[src/deqs_pkg.sv]
// Shared constants, types and ring arithmetic for the deque with search.
package deqs_pkg;

    localparam int DEPTH = 16;
    localparam int DW    = 32;
    localparam int AW    = (DEPTH > 1) ? $clog2(DEPTH) : 1;
    localparam int CW    = AW + 1;
    localparam int SW    = CW + 1;

    typedef enum logic [2:0] {
        REQ_PUSH_FRONT = 3'd0,
        REQ_PUSH_BACK  = 3'd1,
        REQ_POP_FRONT  = 3'd2,
        REQ_POP_BACK   = 3'd3,
        REQ_SEARCH     = 3'd4
    } t_req;

    typedef enum logic [1:0] {
        ST_OK    = 2'd0,
        ST_EMPTY = 2'd1,
        ST_FULL  = 2'd2
    } t_status;

    // Commands from the controller to the datapath.
    typedef struct packed {
        logic start;
        logic pop_take;
        logic scan;
        logic load_out;
    } t_cmd;

    // Status from the datapath to the controller.
    typedef struct packed {
        logic pop_ok;
        logic search_go;
        logic scan_hit;
        logic scan_last;
        logic out_free;
    } t_sts;

    // Position a given offset past a ring index, wrapped into the store.
    function automatic logic [AW-1:0] ring_add(input logic [AW-1:0] base,
                                               input logic [CW-1:0] offs);
        logic [SW-1:0] sum;
        sum = SW'(base) + SW'(offs);
        if (sum >= SW'(DEPTH)) begin
            sum = sum - SW'(DEPTH);
        end
        return sum[AW-1:0];
    endfunction

    // Position one before a ring index, wrapped into the store.
    function automatic logic [AW-1:0] ring_dec(input logic [AW-1:0] base);
        logic [AW-1:0] res;
        if (base == '0) begin
            res = AW'(DEPTH - 1);
        end else begin
            res = base - AW'(1);
        end
        return res;
    endfunction

endpackage

[src/deqs_ram.sv]
// Generic single-write, single-read RAM with registered read data.
module deqs_ram #(
    parameter int WIDTH = 32,
    parameter int DEPTH = 16
) (
    input  logic                                   i_clk,
    input  logic                                   i_we,
    input  logic [((DEPTH > 1) ? $clog2(DEPTH) : 1)-1:0] i_waddr,
    input  logic [WIDTH-1:0]                       i_wdata,
    input  logic [((DEPTH > 1) ? $clog2(DEPTH) : 1)-1:0] i_raddr,
    output logic [WIDTH-1:0]                       o_rdata
);

    logic [WIDTH-1:0] r_mem [DEPTH];
    logic [WIDTH-1:0] r_rdata;

    // Write port and registered read port.
    always_ff @(posedge i_clk) begin
        if (i_we) begin
            r_mem[i_waddr] <= i_wdata;
        end
        r_rdata <= r_mem[i_raddr];
    end

    assign o_rdata = r_rdata;

endmodule

[src/deqs_ctrl.sv]
// Controller state machine that sequences each request of the deque.
module deqs_ctrl (
    input  logic          i_clk,
    input  logic          i_rst_n,
    input  logic          i_valid,
    input  deqs_pkg::t_sts i_sts,
    output deqs_pkg::t_cmd o_cmd,
    output logic          o_busy
);

    typedef enum logic [1:0] {
        S_IDLE,
        S_POP,
        S_SCAN,
        S_RESP
    } t_state;

    t_state r_state;
    t_state n_state;

    // Commands and next state from the current state and datapath status.
    always_comb begin
        o_cmd   = '0;
        n_state = r_state;
        case (r_state)
            S_IDLE: begin
                if (i_valid) begin
                    o_cmd.start = 1'b1;
                    if (i_sts.pop_ok) begin
                        n_state = S_POP;
                    end else if (i_sts.search_go) begin
                        n_state = S_SCAN;
                    end else begin
                        n_state = S_RESP;
                    end
                end
            end
            S_POP: begin
                o_cmd.pop_take = 1'b1;
                n_state        = S_RESP;
            end
            S_SCAN: begin
                o_cmd.scan = 1'b1;
                if (i_sts.scan_hit || i_sts.scan_last) begin
                    n_state = S_RESP;
                end
            end
            S_RESP: begin
                if (i_sts.out_free) begin
                    o_cmd.load_out = 1'b1;
                    n_state        = S_IDLE;
                end
            end
            default: begin
                n_state = S_IDLE;
            end
        endcase
    end

    // State register.
    always_ff @(posedge i_clk) begin
        if (!i_rst_n) begin
            r_state <= S_IDLE;
        end else begin
            r_state <= n_state;
        end
    end

    assign o_busy = (r_state != S_IDLE);

endmodule

[src/deqs_dp.sv]
// Datapath of the deque: ring pointers, entry store, scan and result registers.
module deqs_dp (
    input  logic                         i_clk,
    input  logic                         i_rst_n,
    input  logic [2:0]                   i_req_type,
    input  logic signed [deqs_pkg::DW-1:0] i_value_in,
    input  logic                         i_stall,
    input  deqs_pkg::t_cmd               i_cmd,
    output deqs_pkg::t_sts               o_sts,
    output logic                         o_valid,
    output logic signed [deqs_pkg::DW-1:0] o_value_out,
    output logic                         o_found,
    output logic [1:0]                   o_status,
    output logic [deqs_pkg::CW-1:0]      o_count_out
);

    logic [deqs_pkg::AW-1:0] r_front;
    logic [deqs_pkg::CW-1:0] r_count;
    logic [deqs_pkg::AW-1:0] r_idx;
    logic [deqs_pkg::DW-1:0] r_key;
    logic [deqs_pkg::DW-1:0] r_val;
    logic                    r_found;
    deqs_pkg::t_status       r_status;
    logic                    r_ov;
    logic [deqs_pkg::DW-1:0] r_out_val;
    logic                    r_out_found;
    deqs_pkg::t_status       r_out_status;
    logic [deqs_pkg::CW-1:0] r_out_count;

    logic                    full;
    logic                    empty;
    logic                    we;
    logic [deqs_pkg::AW-1:0] waddr;
    logic [deqs_pkg::AW-1:0] raddr;
    logic [deqs_pkg::DW-1:0] rdata;
    logic [deqs_pkg::CW-1:0] idx_next;
    logic                    is_push;
    logic                    is_pop;
    logic                    is_search;

    assign full     = (r_count == deqs_pkg::CW'(deqs_pkg::DEPTH));
    assign empty    = (r_count == '0);
    assign idx_next = {1'b0, r_idx} + deqs_pkg::CW'(1);

    // Decode of the incoming request.
    always_comb begin
        is_push   = 1'b0;
        is_pop    = 1'b0;
        is_search = 1'b0;
        case (deqs_pkg::t_req'(i_req_type))
            deqs_pkg::REQ_PUSH_FRONT, deqs_pkg::REQ_PUSH_BACK: is_push   = 1'b1;
            deqs_pkg::REQ_POP_FRONT, deqs_pkg::REQ_POP_BACK:   is_pop    = 1'b1;
            deqs_pkg::REQ_SEARCH:                              is_search = 1'b1;
            default: ;
        endcase
    end

    // Store addresses: push target, and the entry a pop or the scan reads.
    always_comb begin
        if (deqs_pkg::t_req'(i_req_type) == deqs_pkg::REQ_PUSH_FRONT) begin
            waddr = deqs_pkg::ring_dec(r_front);
        end else begin
            waddr = deqs_pkg::ring_add(r_front, r_count);
        end
        if (i_cmd.scan) begin
            raddr = deqs_pkg::ring_add(r_front, idx_next);
        end else if (deqs_pkg::t_req'(i_req_type) == deqs_pkg::REQ_POP_BACK) begin
            raddr = deqs_pkg::ring_add(r_front, r_count - deqs_pkg::CW'(1));
        end else begin
            raddr = r_front;
        end
    end

    assign we = i_cmd.start && is_push && !full;

    deqs_ram #(
        .WIDTH(deqs_pkg::DW),
        .DEPTH(deqs_pkg::DEPTH)
    ) u_ram (
        .i_clk  (i_clk),
        .i_we   (we),
        .i_waddr(waddr),
        .i_wdata(i_value_in),
        .i_raddr(raddr),
        .o_rdata(rdata)
    );

    // Status toward the controller.
    assign o_sts.pop_ok    = is_pop && !empty;
    assign o_sts.search_go = is_search && !empty;
    assign o_sts.scan_hit  = (rdata == r_key);
    assign o_sts.scan_last = (idx_next == r_count);
    assign o_sts.out_free  = !r_ov || !i_stall;

    // Ring pointers: updated once when a request is taken.
    always_ff @(posedge i_clk) begin
        if (!i_rst_n) begin
            r_front <= '0;
            r_count <= '0;
        end else if (i_cmd.start) begin
            case (deqs_pkg::t_req'(i_req_type))
                deqs_pkg::REQ_PUSH_FRONT: begin
                    if (!full) begin
                        r_front <= deqs_pkg::ring_dec(r_front);
                        r_count <= r_count + deqs_pkg::CW'(1);
                    end
                end
                deqs_pkg::REQ_PUSH_BACK: begin
                    if (!full) begin
                        r_count <= r_count + deqs_pkg::CW'(1);
                    end
                end
                deqs_pkg::REQ_POP_FRONT: begin
                    if (!empty) begin
                        r_front <= deqs_pkg::ring_add(r_front, deqs_pkg::CW'(1));
                        r_count <= r_count - deqs_pkg::CW'(1);
                    end
                end
                deqs_pkg::REQ_POP_BACK: begin
                    if (!empty) begin
                        r_count <= r_count - deqs_pkg::CW'(1);
                    end
                end
                default: ;
            endcase
        end
    end

    // Working result of the request in progress.
    always_ff @(posedge i_clk) begin
        if (i_cmd.start) begin
            r_key   <= i_value_in;
            r_idx   <= '0;
            r_val   <= '0;
            r_found <= 1'b0;
            if (is_push && full) begin
                r_status <= deqs_pkg::ST_FULL;
            end else if (is_pop && empty) begin
                r_status <= deqs_pkg::ST_EMPTY;
            end else begin
                r_status <= deqs_pkg::ST_OK;
            end
        end else if (i_cmd.pop_take) begin
            r_val <= rdata;
        end else if (i_cmd.scan) begin
            r_idx <= r_idx + deqs_pkg::AW'(1);
            if (o_sts.scan_hit) begin
                r_val   <= r_key;
                r_found <= 1'b1;
            end
        end
    end

    // Output beat register.
    always_ff @(posedge i_clk) begin
        if (!i_rst_n) begin
            r_ov <= 1'b0;
        end else if (i_cmd.load_out) begin
            r_ov <= 1'b1;
        end else if (!i_stall) begin
            r_ov <= 1'b0;
        end
    end

    always_ff @(posedge i_clk) begin
        if (i_cmd.load_out) begin
            r_out_val    <= r_val;
            r_out_found  <= r_found;
            r_out_status <= r_status;
            r_out_count  <= r_count;
        end
    end

    assign o_valid     = r_ov;
    assign o_value_out = r_out_val;
    assign o_found     = r_out_found;
    assign o_status    = r_out_status;
    assign o_count_out = r_out_count;

endmodule

[src/double_ended_queue_with_search.sv]
// Top level of the bounded deque of signed 32-bit values with linear search.
//
//   channel  | valid   | stall   | payload
//   ---------+---------+---------+------------------------------------------------
//   request  | i_valid | o_stall | i_req_type, i_value_in
//   result   | o_valid | i_stall | o_value_out, o_found, o_status, o_count_out
//
// A push, a full push, an empty pop or an unknown code passes from the idle state to the result state;
// a good pop adds a pop state between them for the registered read of the entry store.
// A search of a non-empty store compares entries in the scan state up to and including a hit,
// at most the entry count (16); the single read port of the store sets one compare a cycle.
// One request is in flight at a time; a new request is taken and worked while the previous
// beat is stalled, then waits for it to leave. Reset is synchronous and needs no clearing pass.
module double_ended_queue_with_search (
    input  logic                         i_clk,
    input  logic                         i_rst_n,
    input  logic                         i_valid,
    output logic                         o_stall,
    input  logic [2:0]                   i_req_type,
    input  logic signed [deqs_pkg::DW-1:0] i_value_in,
    output logic                         o_valid,
    input  logic                         i_stall,
    output logic signed [deqs_pkg::DW-1:0] o_value_out,
    output logic                         o_found,
    output logic [1:0]                   o_status,
    output logic [deqs_pkg::CW-1:0]      o_count_out
);

    deqs_pkg::t_cmd cmd;
    deqs_pkg::t_sts sts;
    logic           busy;

    deqs_ctrl u_ctrl (
        .i_clk  (i_clk),
        .i_rst_n(i_rst_n),
        .i_valid(i_valid),
        .i_sts  (sts),
        .o_cmd  (cmd),
        .o_busy (busy)
    );

    deqs_dp u_dp (
        .i_clk      (i_clk),
        .i_rst_n    (i_rst_n),
        .i_req_type (i_req_type),
        .i_value_in (i_value_in),
        .i_stall    (i_stall),
        .i_cmd      (cmd),
        .o_sts      (sts),
        .o_valid    (o_valid),
        .o_value_out(o_value_out),
        .o_found    (o_found),
        .o_status   (o_status),
        .o_count_out(o_count_out)
    );

    // A new request beat is taken only while no request is in flight.
    assign o_stall = busy;

endmodule

[config.mk]
export PLATFORM = sky130hd
export DESIGN_NAME = double_ended_queue_with_search
export DESIGN_NICKNAME = d
export VERILOG_FILES = /design/src/deqs_pkg.sv /design/src/deqs_ram.sv /design/src/deqs_ctrl.sv /design/src/deqs_dp.sv /design/src/double_ended_queue_with_search.sv
export SDC_FILE = /design/constraint.sdc
export NUM_CORES = 1
export LEC_CHECK = 0
export ABC_AREA = 1
export BUFFER_PORTS_ARGS = -buffer_cell sky130_fd_sc_hd__buf_2
export CORE_UTILIZATION = 40
export DETAILED_ROUTE_END_ITERATION = 10
export GPL_TIMING_DRIVEN = 0
export PLACE_DENSITY_LB_ADDON = 0.08
export SETUP_SLACK_MARGIN = 0.4
export SLEW_MARGIN = 20
export SYNTH_ARGS = -nofsm -noshare
export SYNTH_HDL_FRONTEND = slang
export SYNTH_SLANG_ARGS = --single-unit
export TNS_END_PERCENT = 1
[constraint.sdc]
create_clock -name i_clk -period 6.3 [get_ports i_clk]
set_clock_uncertainty 0.05 [all_clocks]
set_input_delay 0.945 -clock i_clk [delete_from_list [all_inputs] [get_ports i_clk]]
set_output_delay 0.945 -clock i_clk [all_outputs]
set_load 0.05 [all_outputs]
==> impl_metrics.json, run 1 <==
{
  "cts_tree": "done",
  "combPwrFrac_pct": 34.7,
  "grt_pass1_vias": 19600,
  "worstSetupStartpointType": "flip-flop",
  "max_freq_mhz": 276,
  "cap_violations": 0,
  "drive_gt1_share_pct": 10.4,
  "antenna_found_initial": 3,
  "power_switching_w": 0.00563,
  "drtPass1Iterations": 6,
  "powerDensity_nw_per_um2": 437,
  "finalCriticalPeriod_ns": 3.62,
  "routed_wl_um": 80600,
  "synth_adder_area_share_pct": 1.01,
  "setup_viol": 0,
  "netlist_area_um2": 29400,
  "crit_path_top_delay_cell": "nor2_4",
  "place_congestion": 0.847,
  "synth_edf_count": 586,
  "num_rows": 99,
  "ios": 81,
  "drv_slew": 0,
  "muxShareOfSynthArea_pct": 0,
  "vdd_ir_drop_max_mv": 0.231,
  "period_share_pct": 57.5,
  "synth-simple-area-share_pct": 22.5,
  "min_path_type": "flip-flop to flip-flop",
  "crit_fanout": 18,
  "core_um2": 73000,
  "grt_pass1_wl_um": 121000,
  "routedWlPerCell_um": 19.5,
  "synth_nets": 3005,
  "status": "complete, no violations",
  "switching_share_pct": 37.9,
  "post_cts_buffers": 0,
  "critPathMaxStageDelay_ns": 0.68,
  "synthFlopType": "edfxtp_1",
  "n_fill_cell": 6801,
  "vias_per_cell": 4.83,
  "critical_path_class": "flip-flop to flip-flop",
  "drtAntennaViolNets": 0,
  "rsz0062_at_grt": "false",
  "crit_required_ns": 6.56,
  "async_flop_share_pct": 0,
  "final-seq-area_um2": 19200,
  "clockBufferDepth": 3,
  "yosysUniqueCellTypes": 34,
  "synth_top_family_by_area": "simple AND/OR/NAND/NOR gates",
  "grt_max_degree": 36,
  "nets": 3178,
  "drt-initial-drc-count": 1699,
  "cts.sinks": 667,
  "htreeDepth": 3,
  "clock_power_share_pct": 28.7,
  "die_w_um": 273,
  "yosysWarnings": 0,
  "root_buffer": "clkbuf_16",
  "netlist.area_leader.share_pct": 59.8,
  "arrival_ns": 3.88,
  "dp_hpwl_um": 57500,
  "chipHeight_um": 273,
  "synthCells": 2944,
  "worst_skew_pair.late_latency_ns": 0.62,
  "numCtsBuffers": 75,
  "tns_ns": 0,
  "synth-xor-area-share_pct": 0.833,
  "internal_power_w": 0.00922,
  "hold_violations": 0,
  "ctsHoldBuffers": 0,
  "synth_compound_area_share_pct": 1.17,
  "area_delta_synth_final_pct": 15.3,
  "power_leakage_nw": 14.7,
  "vias": 20000,
  "finalPower_w": 0.0148,
  "port_buffers": 79,
  "start_util_pct": 40.4,
  "final_common_cell": "nand2_1",
  "worst_pin_slew_ns": 0.776,
  "relSlewSlack_pct": 48.3,
  "clkTransAtPathRegs_ns": 0.05,
  "yosysSeqAreaShare_pct": 65.3,
  "multiInputGateArea_um2": 7640,
  "dieArea_um2": 74700,
  "grt.overflow.total": 0,
  "grt_usage_pct": 21.9,
  "syn_avg_cell_area_um2": 10.0,
  "synthTopCellsByArea": "edfxtp_1, nand2_1, nand3_1",
  "power_frac_seq_pct": 36.6,
  "layout_common_cells": "nand2_1, edfxtp_1, inv_1, nand3_1, buf_2",
  "ys_ff_latch": 667,
  "path_cells": "inv_1 -> ha_1 -> o21ai_0 -> nand3_1 -> nor2_4 -> buf_12",
  "synth_area_leader_cell": "edfxtp_1",
  "cp-end-kind": "flip-flop",
  "ctsResizeCount": 0,
  "drcViolationCount": 0
}
-- worst paths after layout --
path	end	start	depth (start not counted)	slack, ns
setup reg to reg	u_dp.u_ram.r_mem[6][20]	u_dp.r_front[1]	6	2.68
hold / removal	u_dp.o_status[1]	u_dp.r_status[1]	0	0.37
setup / recovery	u_dp.u_ram.r_mem[6][20]	u_dp.r_front[1]	6	2.68
hold reg to reg	u_dp.o_status[1]	u_dp.r_status[1]	0	0.37
-- cells in the mapped netlist, types with 19 or more instances --
library cell    n
nand2_1       802
dfxtp_1        81
buf_4          31
xnor2_1        19
a21oi_1        21
nand3b_1       95
nor2_1        105
buf_2          72
edfxtp_1      586
o21ai_0        35
ha_1           19
clkbuf_1       24
inv_1         518
nand3_1       481
-- cells by family (layout without fill, tap and decap cells) --
logic type / count (synthesis) / after routing
simple gates: 1496 / 1496
flops: 667 / 667
buf+inv: 666 / 894
compound gates: 65 / 65
xor+xnor: 28 / 28
fa+ha+maj: 22 / 22
other cells: 0 / 1
-- power by group through the flow --
stage / Clock [W] / Combinational [W] / Sequential, W
final: 0.00426 / 0.00515 / 0.00544
after global routing: 0.00452 / 0.00571 / 0.00548
after CTS: 0.00435 / 0.00517 / 0.00544
after detailed placement: 0 / 0.00515 / 0.00553
after global placement: 0 / 0.00507 / 0.00553
after floorplan: 0 / 0.00318 / 0.00561
-- worst max-delay path: cells and delay by family (launching register included) --
family	cells	cell delay (ns)
and+or+nand+nor	2	1.18
DFF	1	0.55
adders and majority gates	1	0.37
buffers and inverters	2	0.54
AOI/OAI and AO/OA	1	0.60
-- final cells by class --
class | instances | share of cell area [%]
multi-input cells | 1611 | 22.5
clock inverters | 29 | 0.796
well taps | 959 | 3.53
repair buffers | 96 | 2.39
diodes | 1 | 0.00737
clock buffers | 103 | 6.14
plain buffers | 143 | 2.21
flip-flops and latches | 667 | 56.6
inverters | 523 | 5.78
-- through the flow --
| stage | hold WS [ns] | setup slack [ns] | utilization [%] | cells | area, µm² |
|---|---|---|---|---|---|
| global route | 0.379 | 2.48 | 46.5 | 4131 | 33900 |
| detailed placement | 0.356 | 2.42 | 43.3 | 3999 | 31600 |
| CTS | 0.369 | 2.71 | 46.5 | 4131 | 33900 |
| floorplan | 0.350 | 2.83 | - | 2944 | 29400 |
| global placement | 0.356 | 0.447 | 42.5 | 3982 | 31000 |
| finish | 0.370 | 2.68 | 46.5 | 4132 | 33900 |
-- flip-flops by register name, summed over array words and instances (netlist names) --
register            count
u_dp.u_ram.r_mem      512
u_dp.o_value_out       32
u_dp.r_key             32
u_dp.r_val             32
u_dp.u_ram.o_rdata     32
u_dp.o_count_out        5
u_dp.r_count            5
u_dp.r_front            4
u_dp.r_idx              4
u_ctrl.r_state          2
u_dp.o_status           2
u_dp.r_status           2
u_dp.o_found            1
u_dp.o_valid            1
u_dp.r_found            1
-- routing by layer --
metal  track usage (%)  up-vias  part of all wire, %
met4              7.10        0                  2.7
li1                  -     9891                    -
met2              35.8      535                   47
met5                 0        -                    0
met1              30.0     9412                   45
met3              2.86      140                  5.5
(Power assumes the default switching activity.)
==> run 2, diff against run 1 <==
Clock period 6.3 ns to 3.1 ns, I/O delays scaled along.
==> run 2 against run 1 <==
Net effect:
- clock power is 100% higher
- fmax up 34%
- wire length rose by 1.6%
- sequential power is 100% higher
- largest power group is now combinational cells
- critical path type unchanged
==> impl_metrics.json, run 2 (synthesis gave the netlist of run 1 again) <==
{
  "status": "complete, no violations",
  "drcViolationCount": 0,
  "grt_usage_pct": 22.2,
  "ios": 81,
  "crit_top_cell": "nand2_1",
  "htreeDepth": 3,
  "n_fill_cell": 6770,
  "routedWlPerCell_um": 19.6,
  "root_buffer": "clkbuf_16",
  "hold_violations": 0,
  "grt_pass1_vias": 19800,
  "max_freq_mhz": 370,
  "power_leakage_nw": 15.1,
  "drv_slew": 0,
  "final_common_cell": "nand2_1",
  "start_util_pct": 40.4,
  "vias": 20400,
  "cts.sinks": 667,
  "crit_fanout": 10,
  "port_buffers": 79,
  "chipHeight_um": 273,
  "tns_ns": 0,
  "cap_violations": 0,
  "setup_viol": 0,
  "drtPass1Iterations": 6,
  "dieArea_um2": 74700,
  "powerDensity_nw_per_um2": 887,
  "arrival_ns": 3.14,
  "grt.overflow.total": 0,
  "timing.rr.start": "u_dp.r_count[0]",
  "reg2reg_to": "u_dp.u_ram.o_rdata[22]",
  "finalCriticalPeriod_ns": 2.70,
  "vias_per_cell": 4.87,
  "vdd_ir_drop_max_mv": 0.506,
  "worstHoldEndpoint": "u_dp.o_valid",
  "crit_path_top_delay_cell": "dfxtp_4",
  "drtAntennaViolNets": 0,
  "relSlewSlack_pct": 49.6,
  "num_rows": 99,
  "ctsHoldBuffers": 0,
  "drive_gt1_share_pct": 14.2,
  "cp-end-kind": "flip-flop",
  "worst_pin_slew_ns": 0.755,
  "stdcell_area_um2": 35100,
  "hp-start": "i_stall",
  "dpl_cell_area_um2": 31600,
  "nets": 3222,
  "clockBufferDepth": 3,
  "grt_pass1_wl_um": 123000,
  "routed_wl_um": 81900,
  "area_delta_synth_final_pct": 19.2,
  "numCtsBuffers": 76,
  "cts_tree": "done",
  "worstSetupStartpointType": "flip-flop",
  "min_path_cells": 3,
  "period_share_pct": 87.3,
  "core_um2": 73000,
  "min_path_type": "primary input to flip-flop",
  "cp_top_family": "buffers and inverters",
  "reg2reg_slack_ns": 0.40,
  "dp_hpwl_um": 57800,
  "largest_reg_flops": 512,
  "worst_skew_pair.late_latency_ns": 0.62,
  "path_buf_inv": 4,
  "critPathMaxStageDelay_ns": 0.38,
  "layout_common_cells": "nand2_1, edfxtp_1, inv_1, nand3_1, buf_2",
  "antenna_found_initial": 3,
  "clkTransAtPathRegs_ns": 0.06,
  "reg2regPathDepth": 15,
  "drt-initial-drc-count": 1766,
  "place_congestion": 0.834,
  "rsz0062_at_grt": "true",
  "path_cells": "clkinvlp_4 -> ha_4 -> xor2_4 -> ha_4 -> xor2_1 -> nand2_1 -> o211ai_1 -> o21ai_2 -> buf_4 -> buf_12 -> buf_4 -> nand2_1 -> nand2_1 -> nand2_2 -> nand2_1",
  "critical_path_class": "flip-flop to flip-flop",
  "die_w_um": 273,
  "largest_register": "u_dp.u_ram.r_mem",
  "crit_required_ns": 3.53,
  "grt_max_degree": 36
}
run 2: cell types whose count changed in the layout (fill, tap and decap cells not counted), moves of 10 or more:
cell      delta
buf_4       +37
nand2_1     -39
clkbuf_4    +15
clkbuf_1    -15
buf_6       +18
clkinv_1    +10
buf_2       -41
nand2_2     +37
buf_1       -10
buf_12      +18
run 2: area by class of cell:
cell class | instances | area, µm² | share of cell area (%)
diodes | 1 | 2.50 | 0.00713
plain buffers | 143 | 1050 | 3.00
clock buffers | 97 | 2080 | 5.94
clock inverters | 38 | 323 | 0.919
inverters | 523 | 1980 | 5.63
multi-input cells | 1611 | 7870 | 22.4
flip-flops and latches | 667 | 19200 | 54.8
well taps | 959 | 1200 | 3.42
repair buffers | 139 | 1370 | 3.91
run 2: how the worst max path moves through the flow:
stage / from / end / slack [ns] / depth (start not counted)
floorplan: u_dp.r_front[0] / u_dp.u_ram.r_mem[1][0] / 0.25 / 7
global placement: u_dp.r_front[1] / u_dp.u_ram.r_mem[7][27] / -1.34 / 5
detailed placement: u_dp.r_front[1] / u_dp.u_ram.r_mem[10][21] / -0.50 / 6
CTS: u_dp.r_count[0] / u_dp.u_ram.o_rdata[21] / 0.31 / 14
global route: u_dp.r_count[2] / u_dp.u_ram.r_mem[7][25] / 0.31 / 11
finish: u_dp.r_count[0] / u_dp.u_ram.o_rdata[22] / 0.40 / 15
run 2: where the power goes:
part           internal [W]  total (W)  switching [W]
registers            0.0106     0.0111       0.000409
logic               0.00358     0.0113        0.00776
clock network       0.00515    0.00873        0.00358
total                0.0194     0.0311         0.0117
run 2: worst min-delay path: cells and delay by family:
family                 cells  cell delay (ns)
and+or+nand+nor            1             0.08
buffers and inverters      1             0.12
AOI/OAI and AO/OA          1             0.06
run 2: per-layer routing:
layer	routed length [µm]	GRT usage, %	up-vias
met5	0	0	-
met4	1680	5.41	0
met3	4180	3.06	118
met2	38800	37.0	525
met1	37200	30.5	9723
li1	-	-	9986
run 2: per-stage QoR:
stage | setup WS (ns) | util, % | total power [W] | hold WS (ns) | cells
3_5_place_dp | -0.498 | 43.3 | 0.0217 | 0.357 | 4000
6_report | 0.395 | 48.1 | 0.0311 | 0.108 | 4178
3_3_place_gp | -1.34 | 42.6 | 0.0216 | 0.354 | 3982
4_1_cts | 0.311 | 47.6 | 0.0309 | 0.0757 | 4166
5_1_grt | 0.306 | 48.1 | 0.0329 | 0.111 | 4177
2_1_floorplan | 0.252 | - | 0.0179 | 0.350 | 2944
run 2: repair_timing:
action,in CTS,in global routing
gates cloned,0,1
endpoints found under the hold margin,0,0
pin swaps,16,10
buffers inserted,31,10
setup endpoints to repair,544,529
resized for setup,103,92
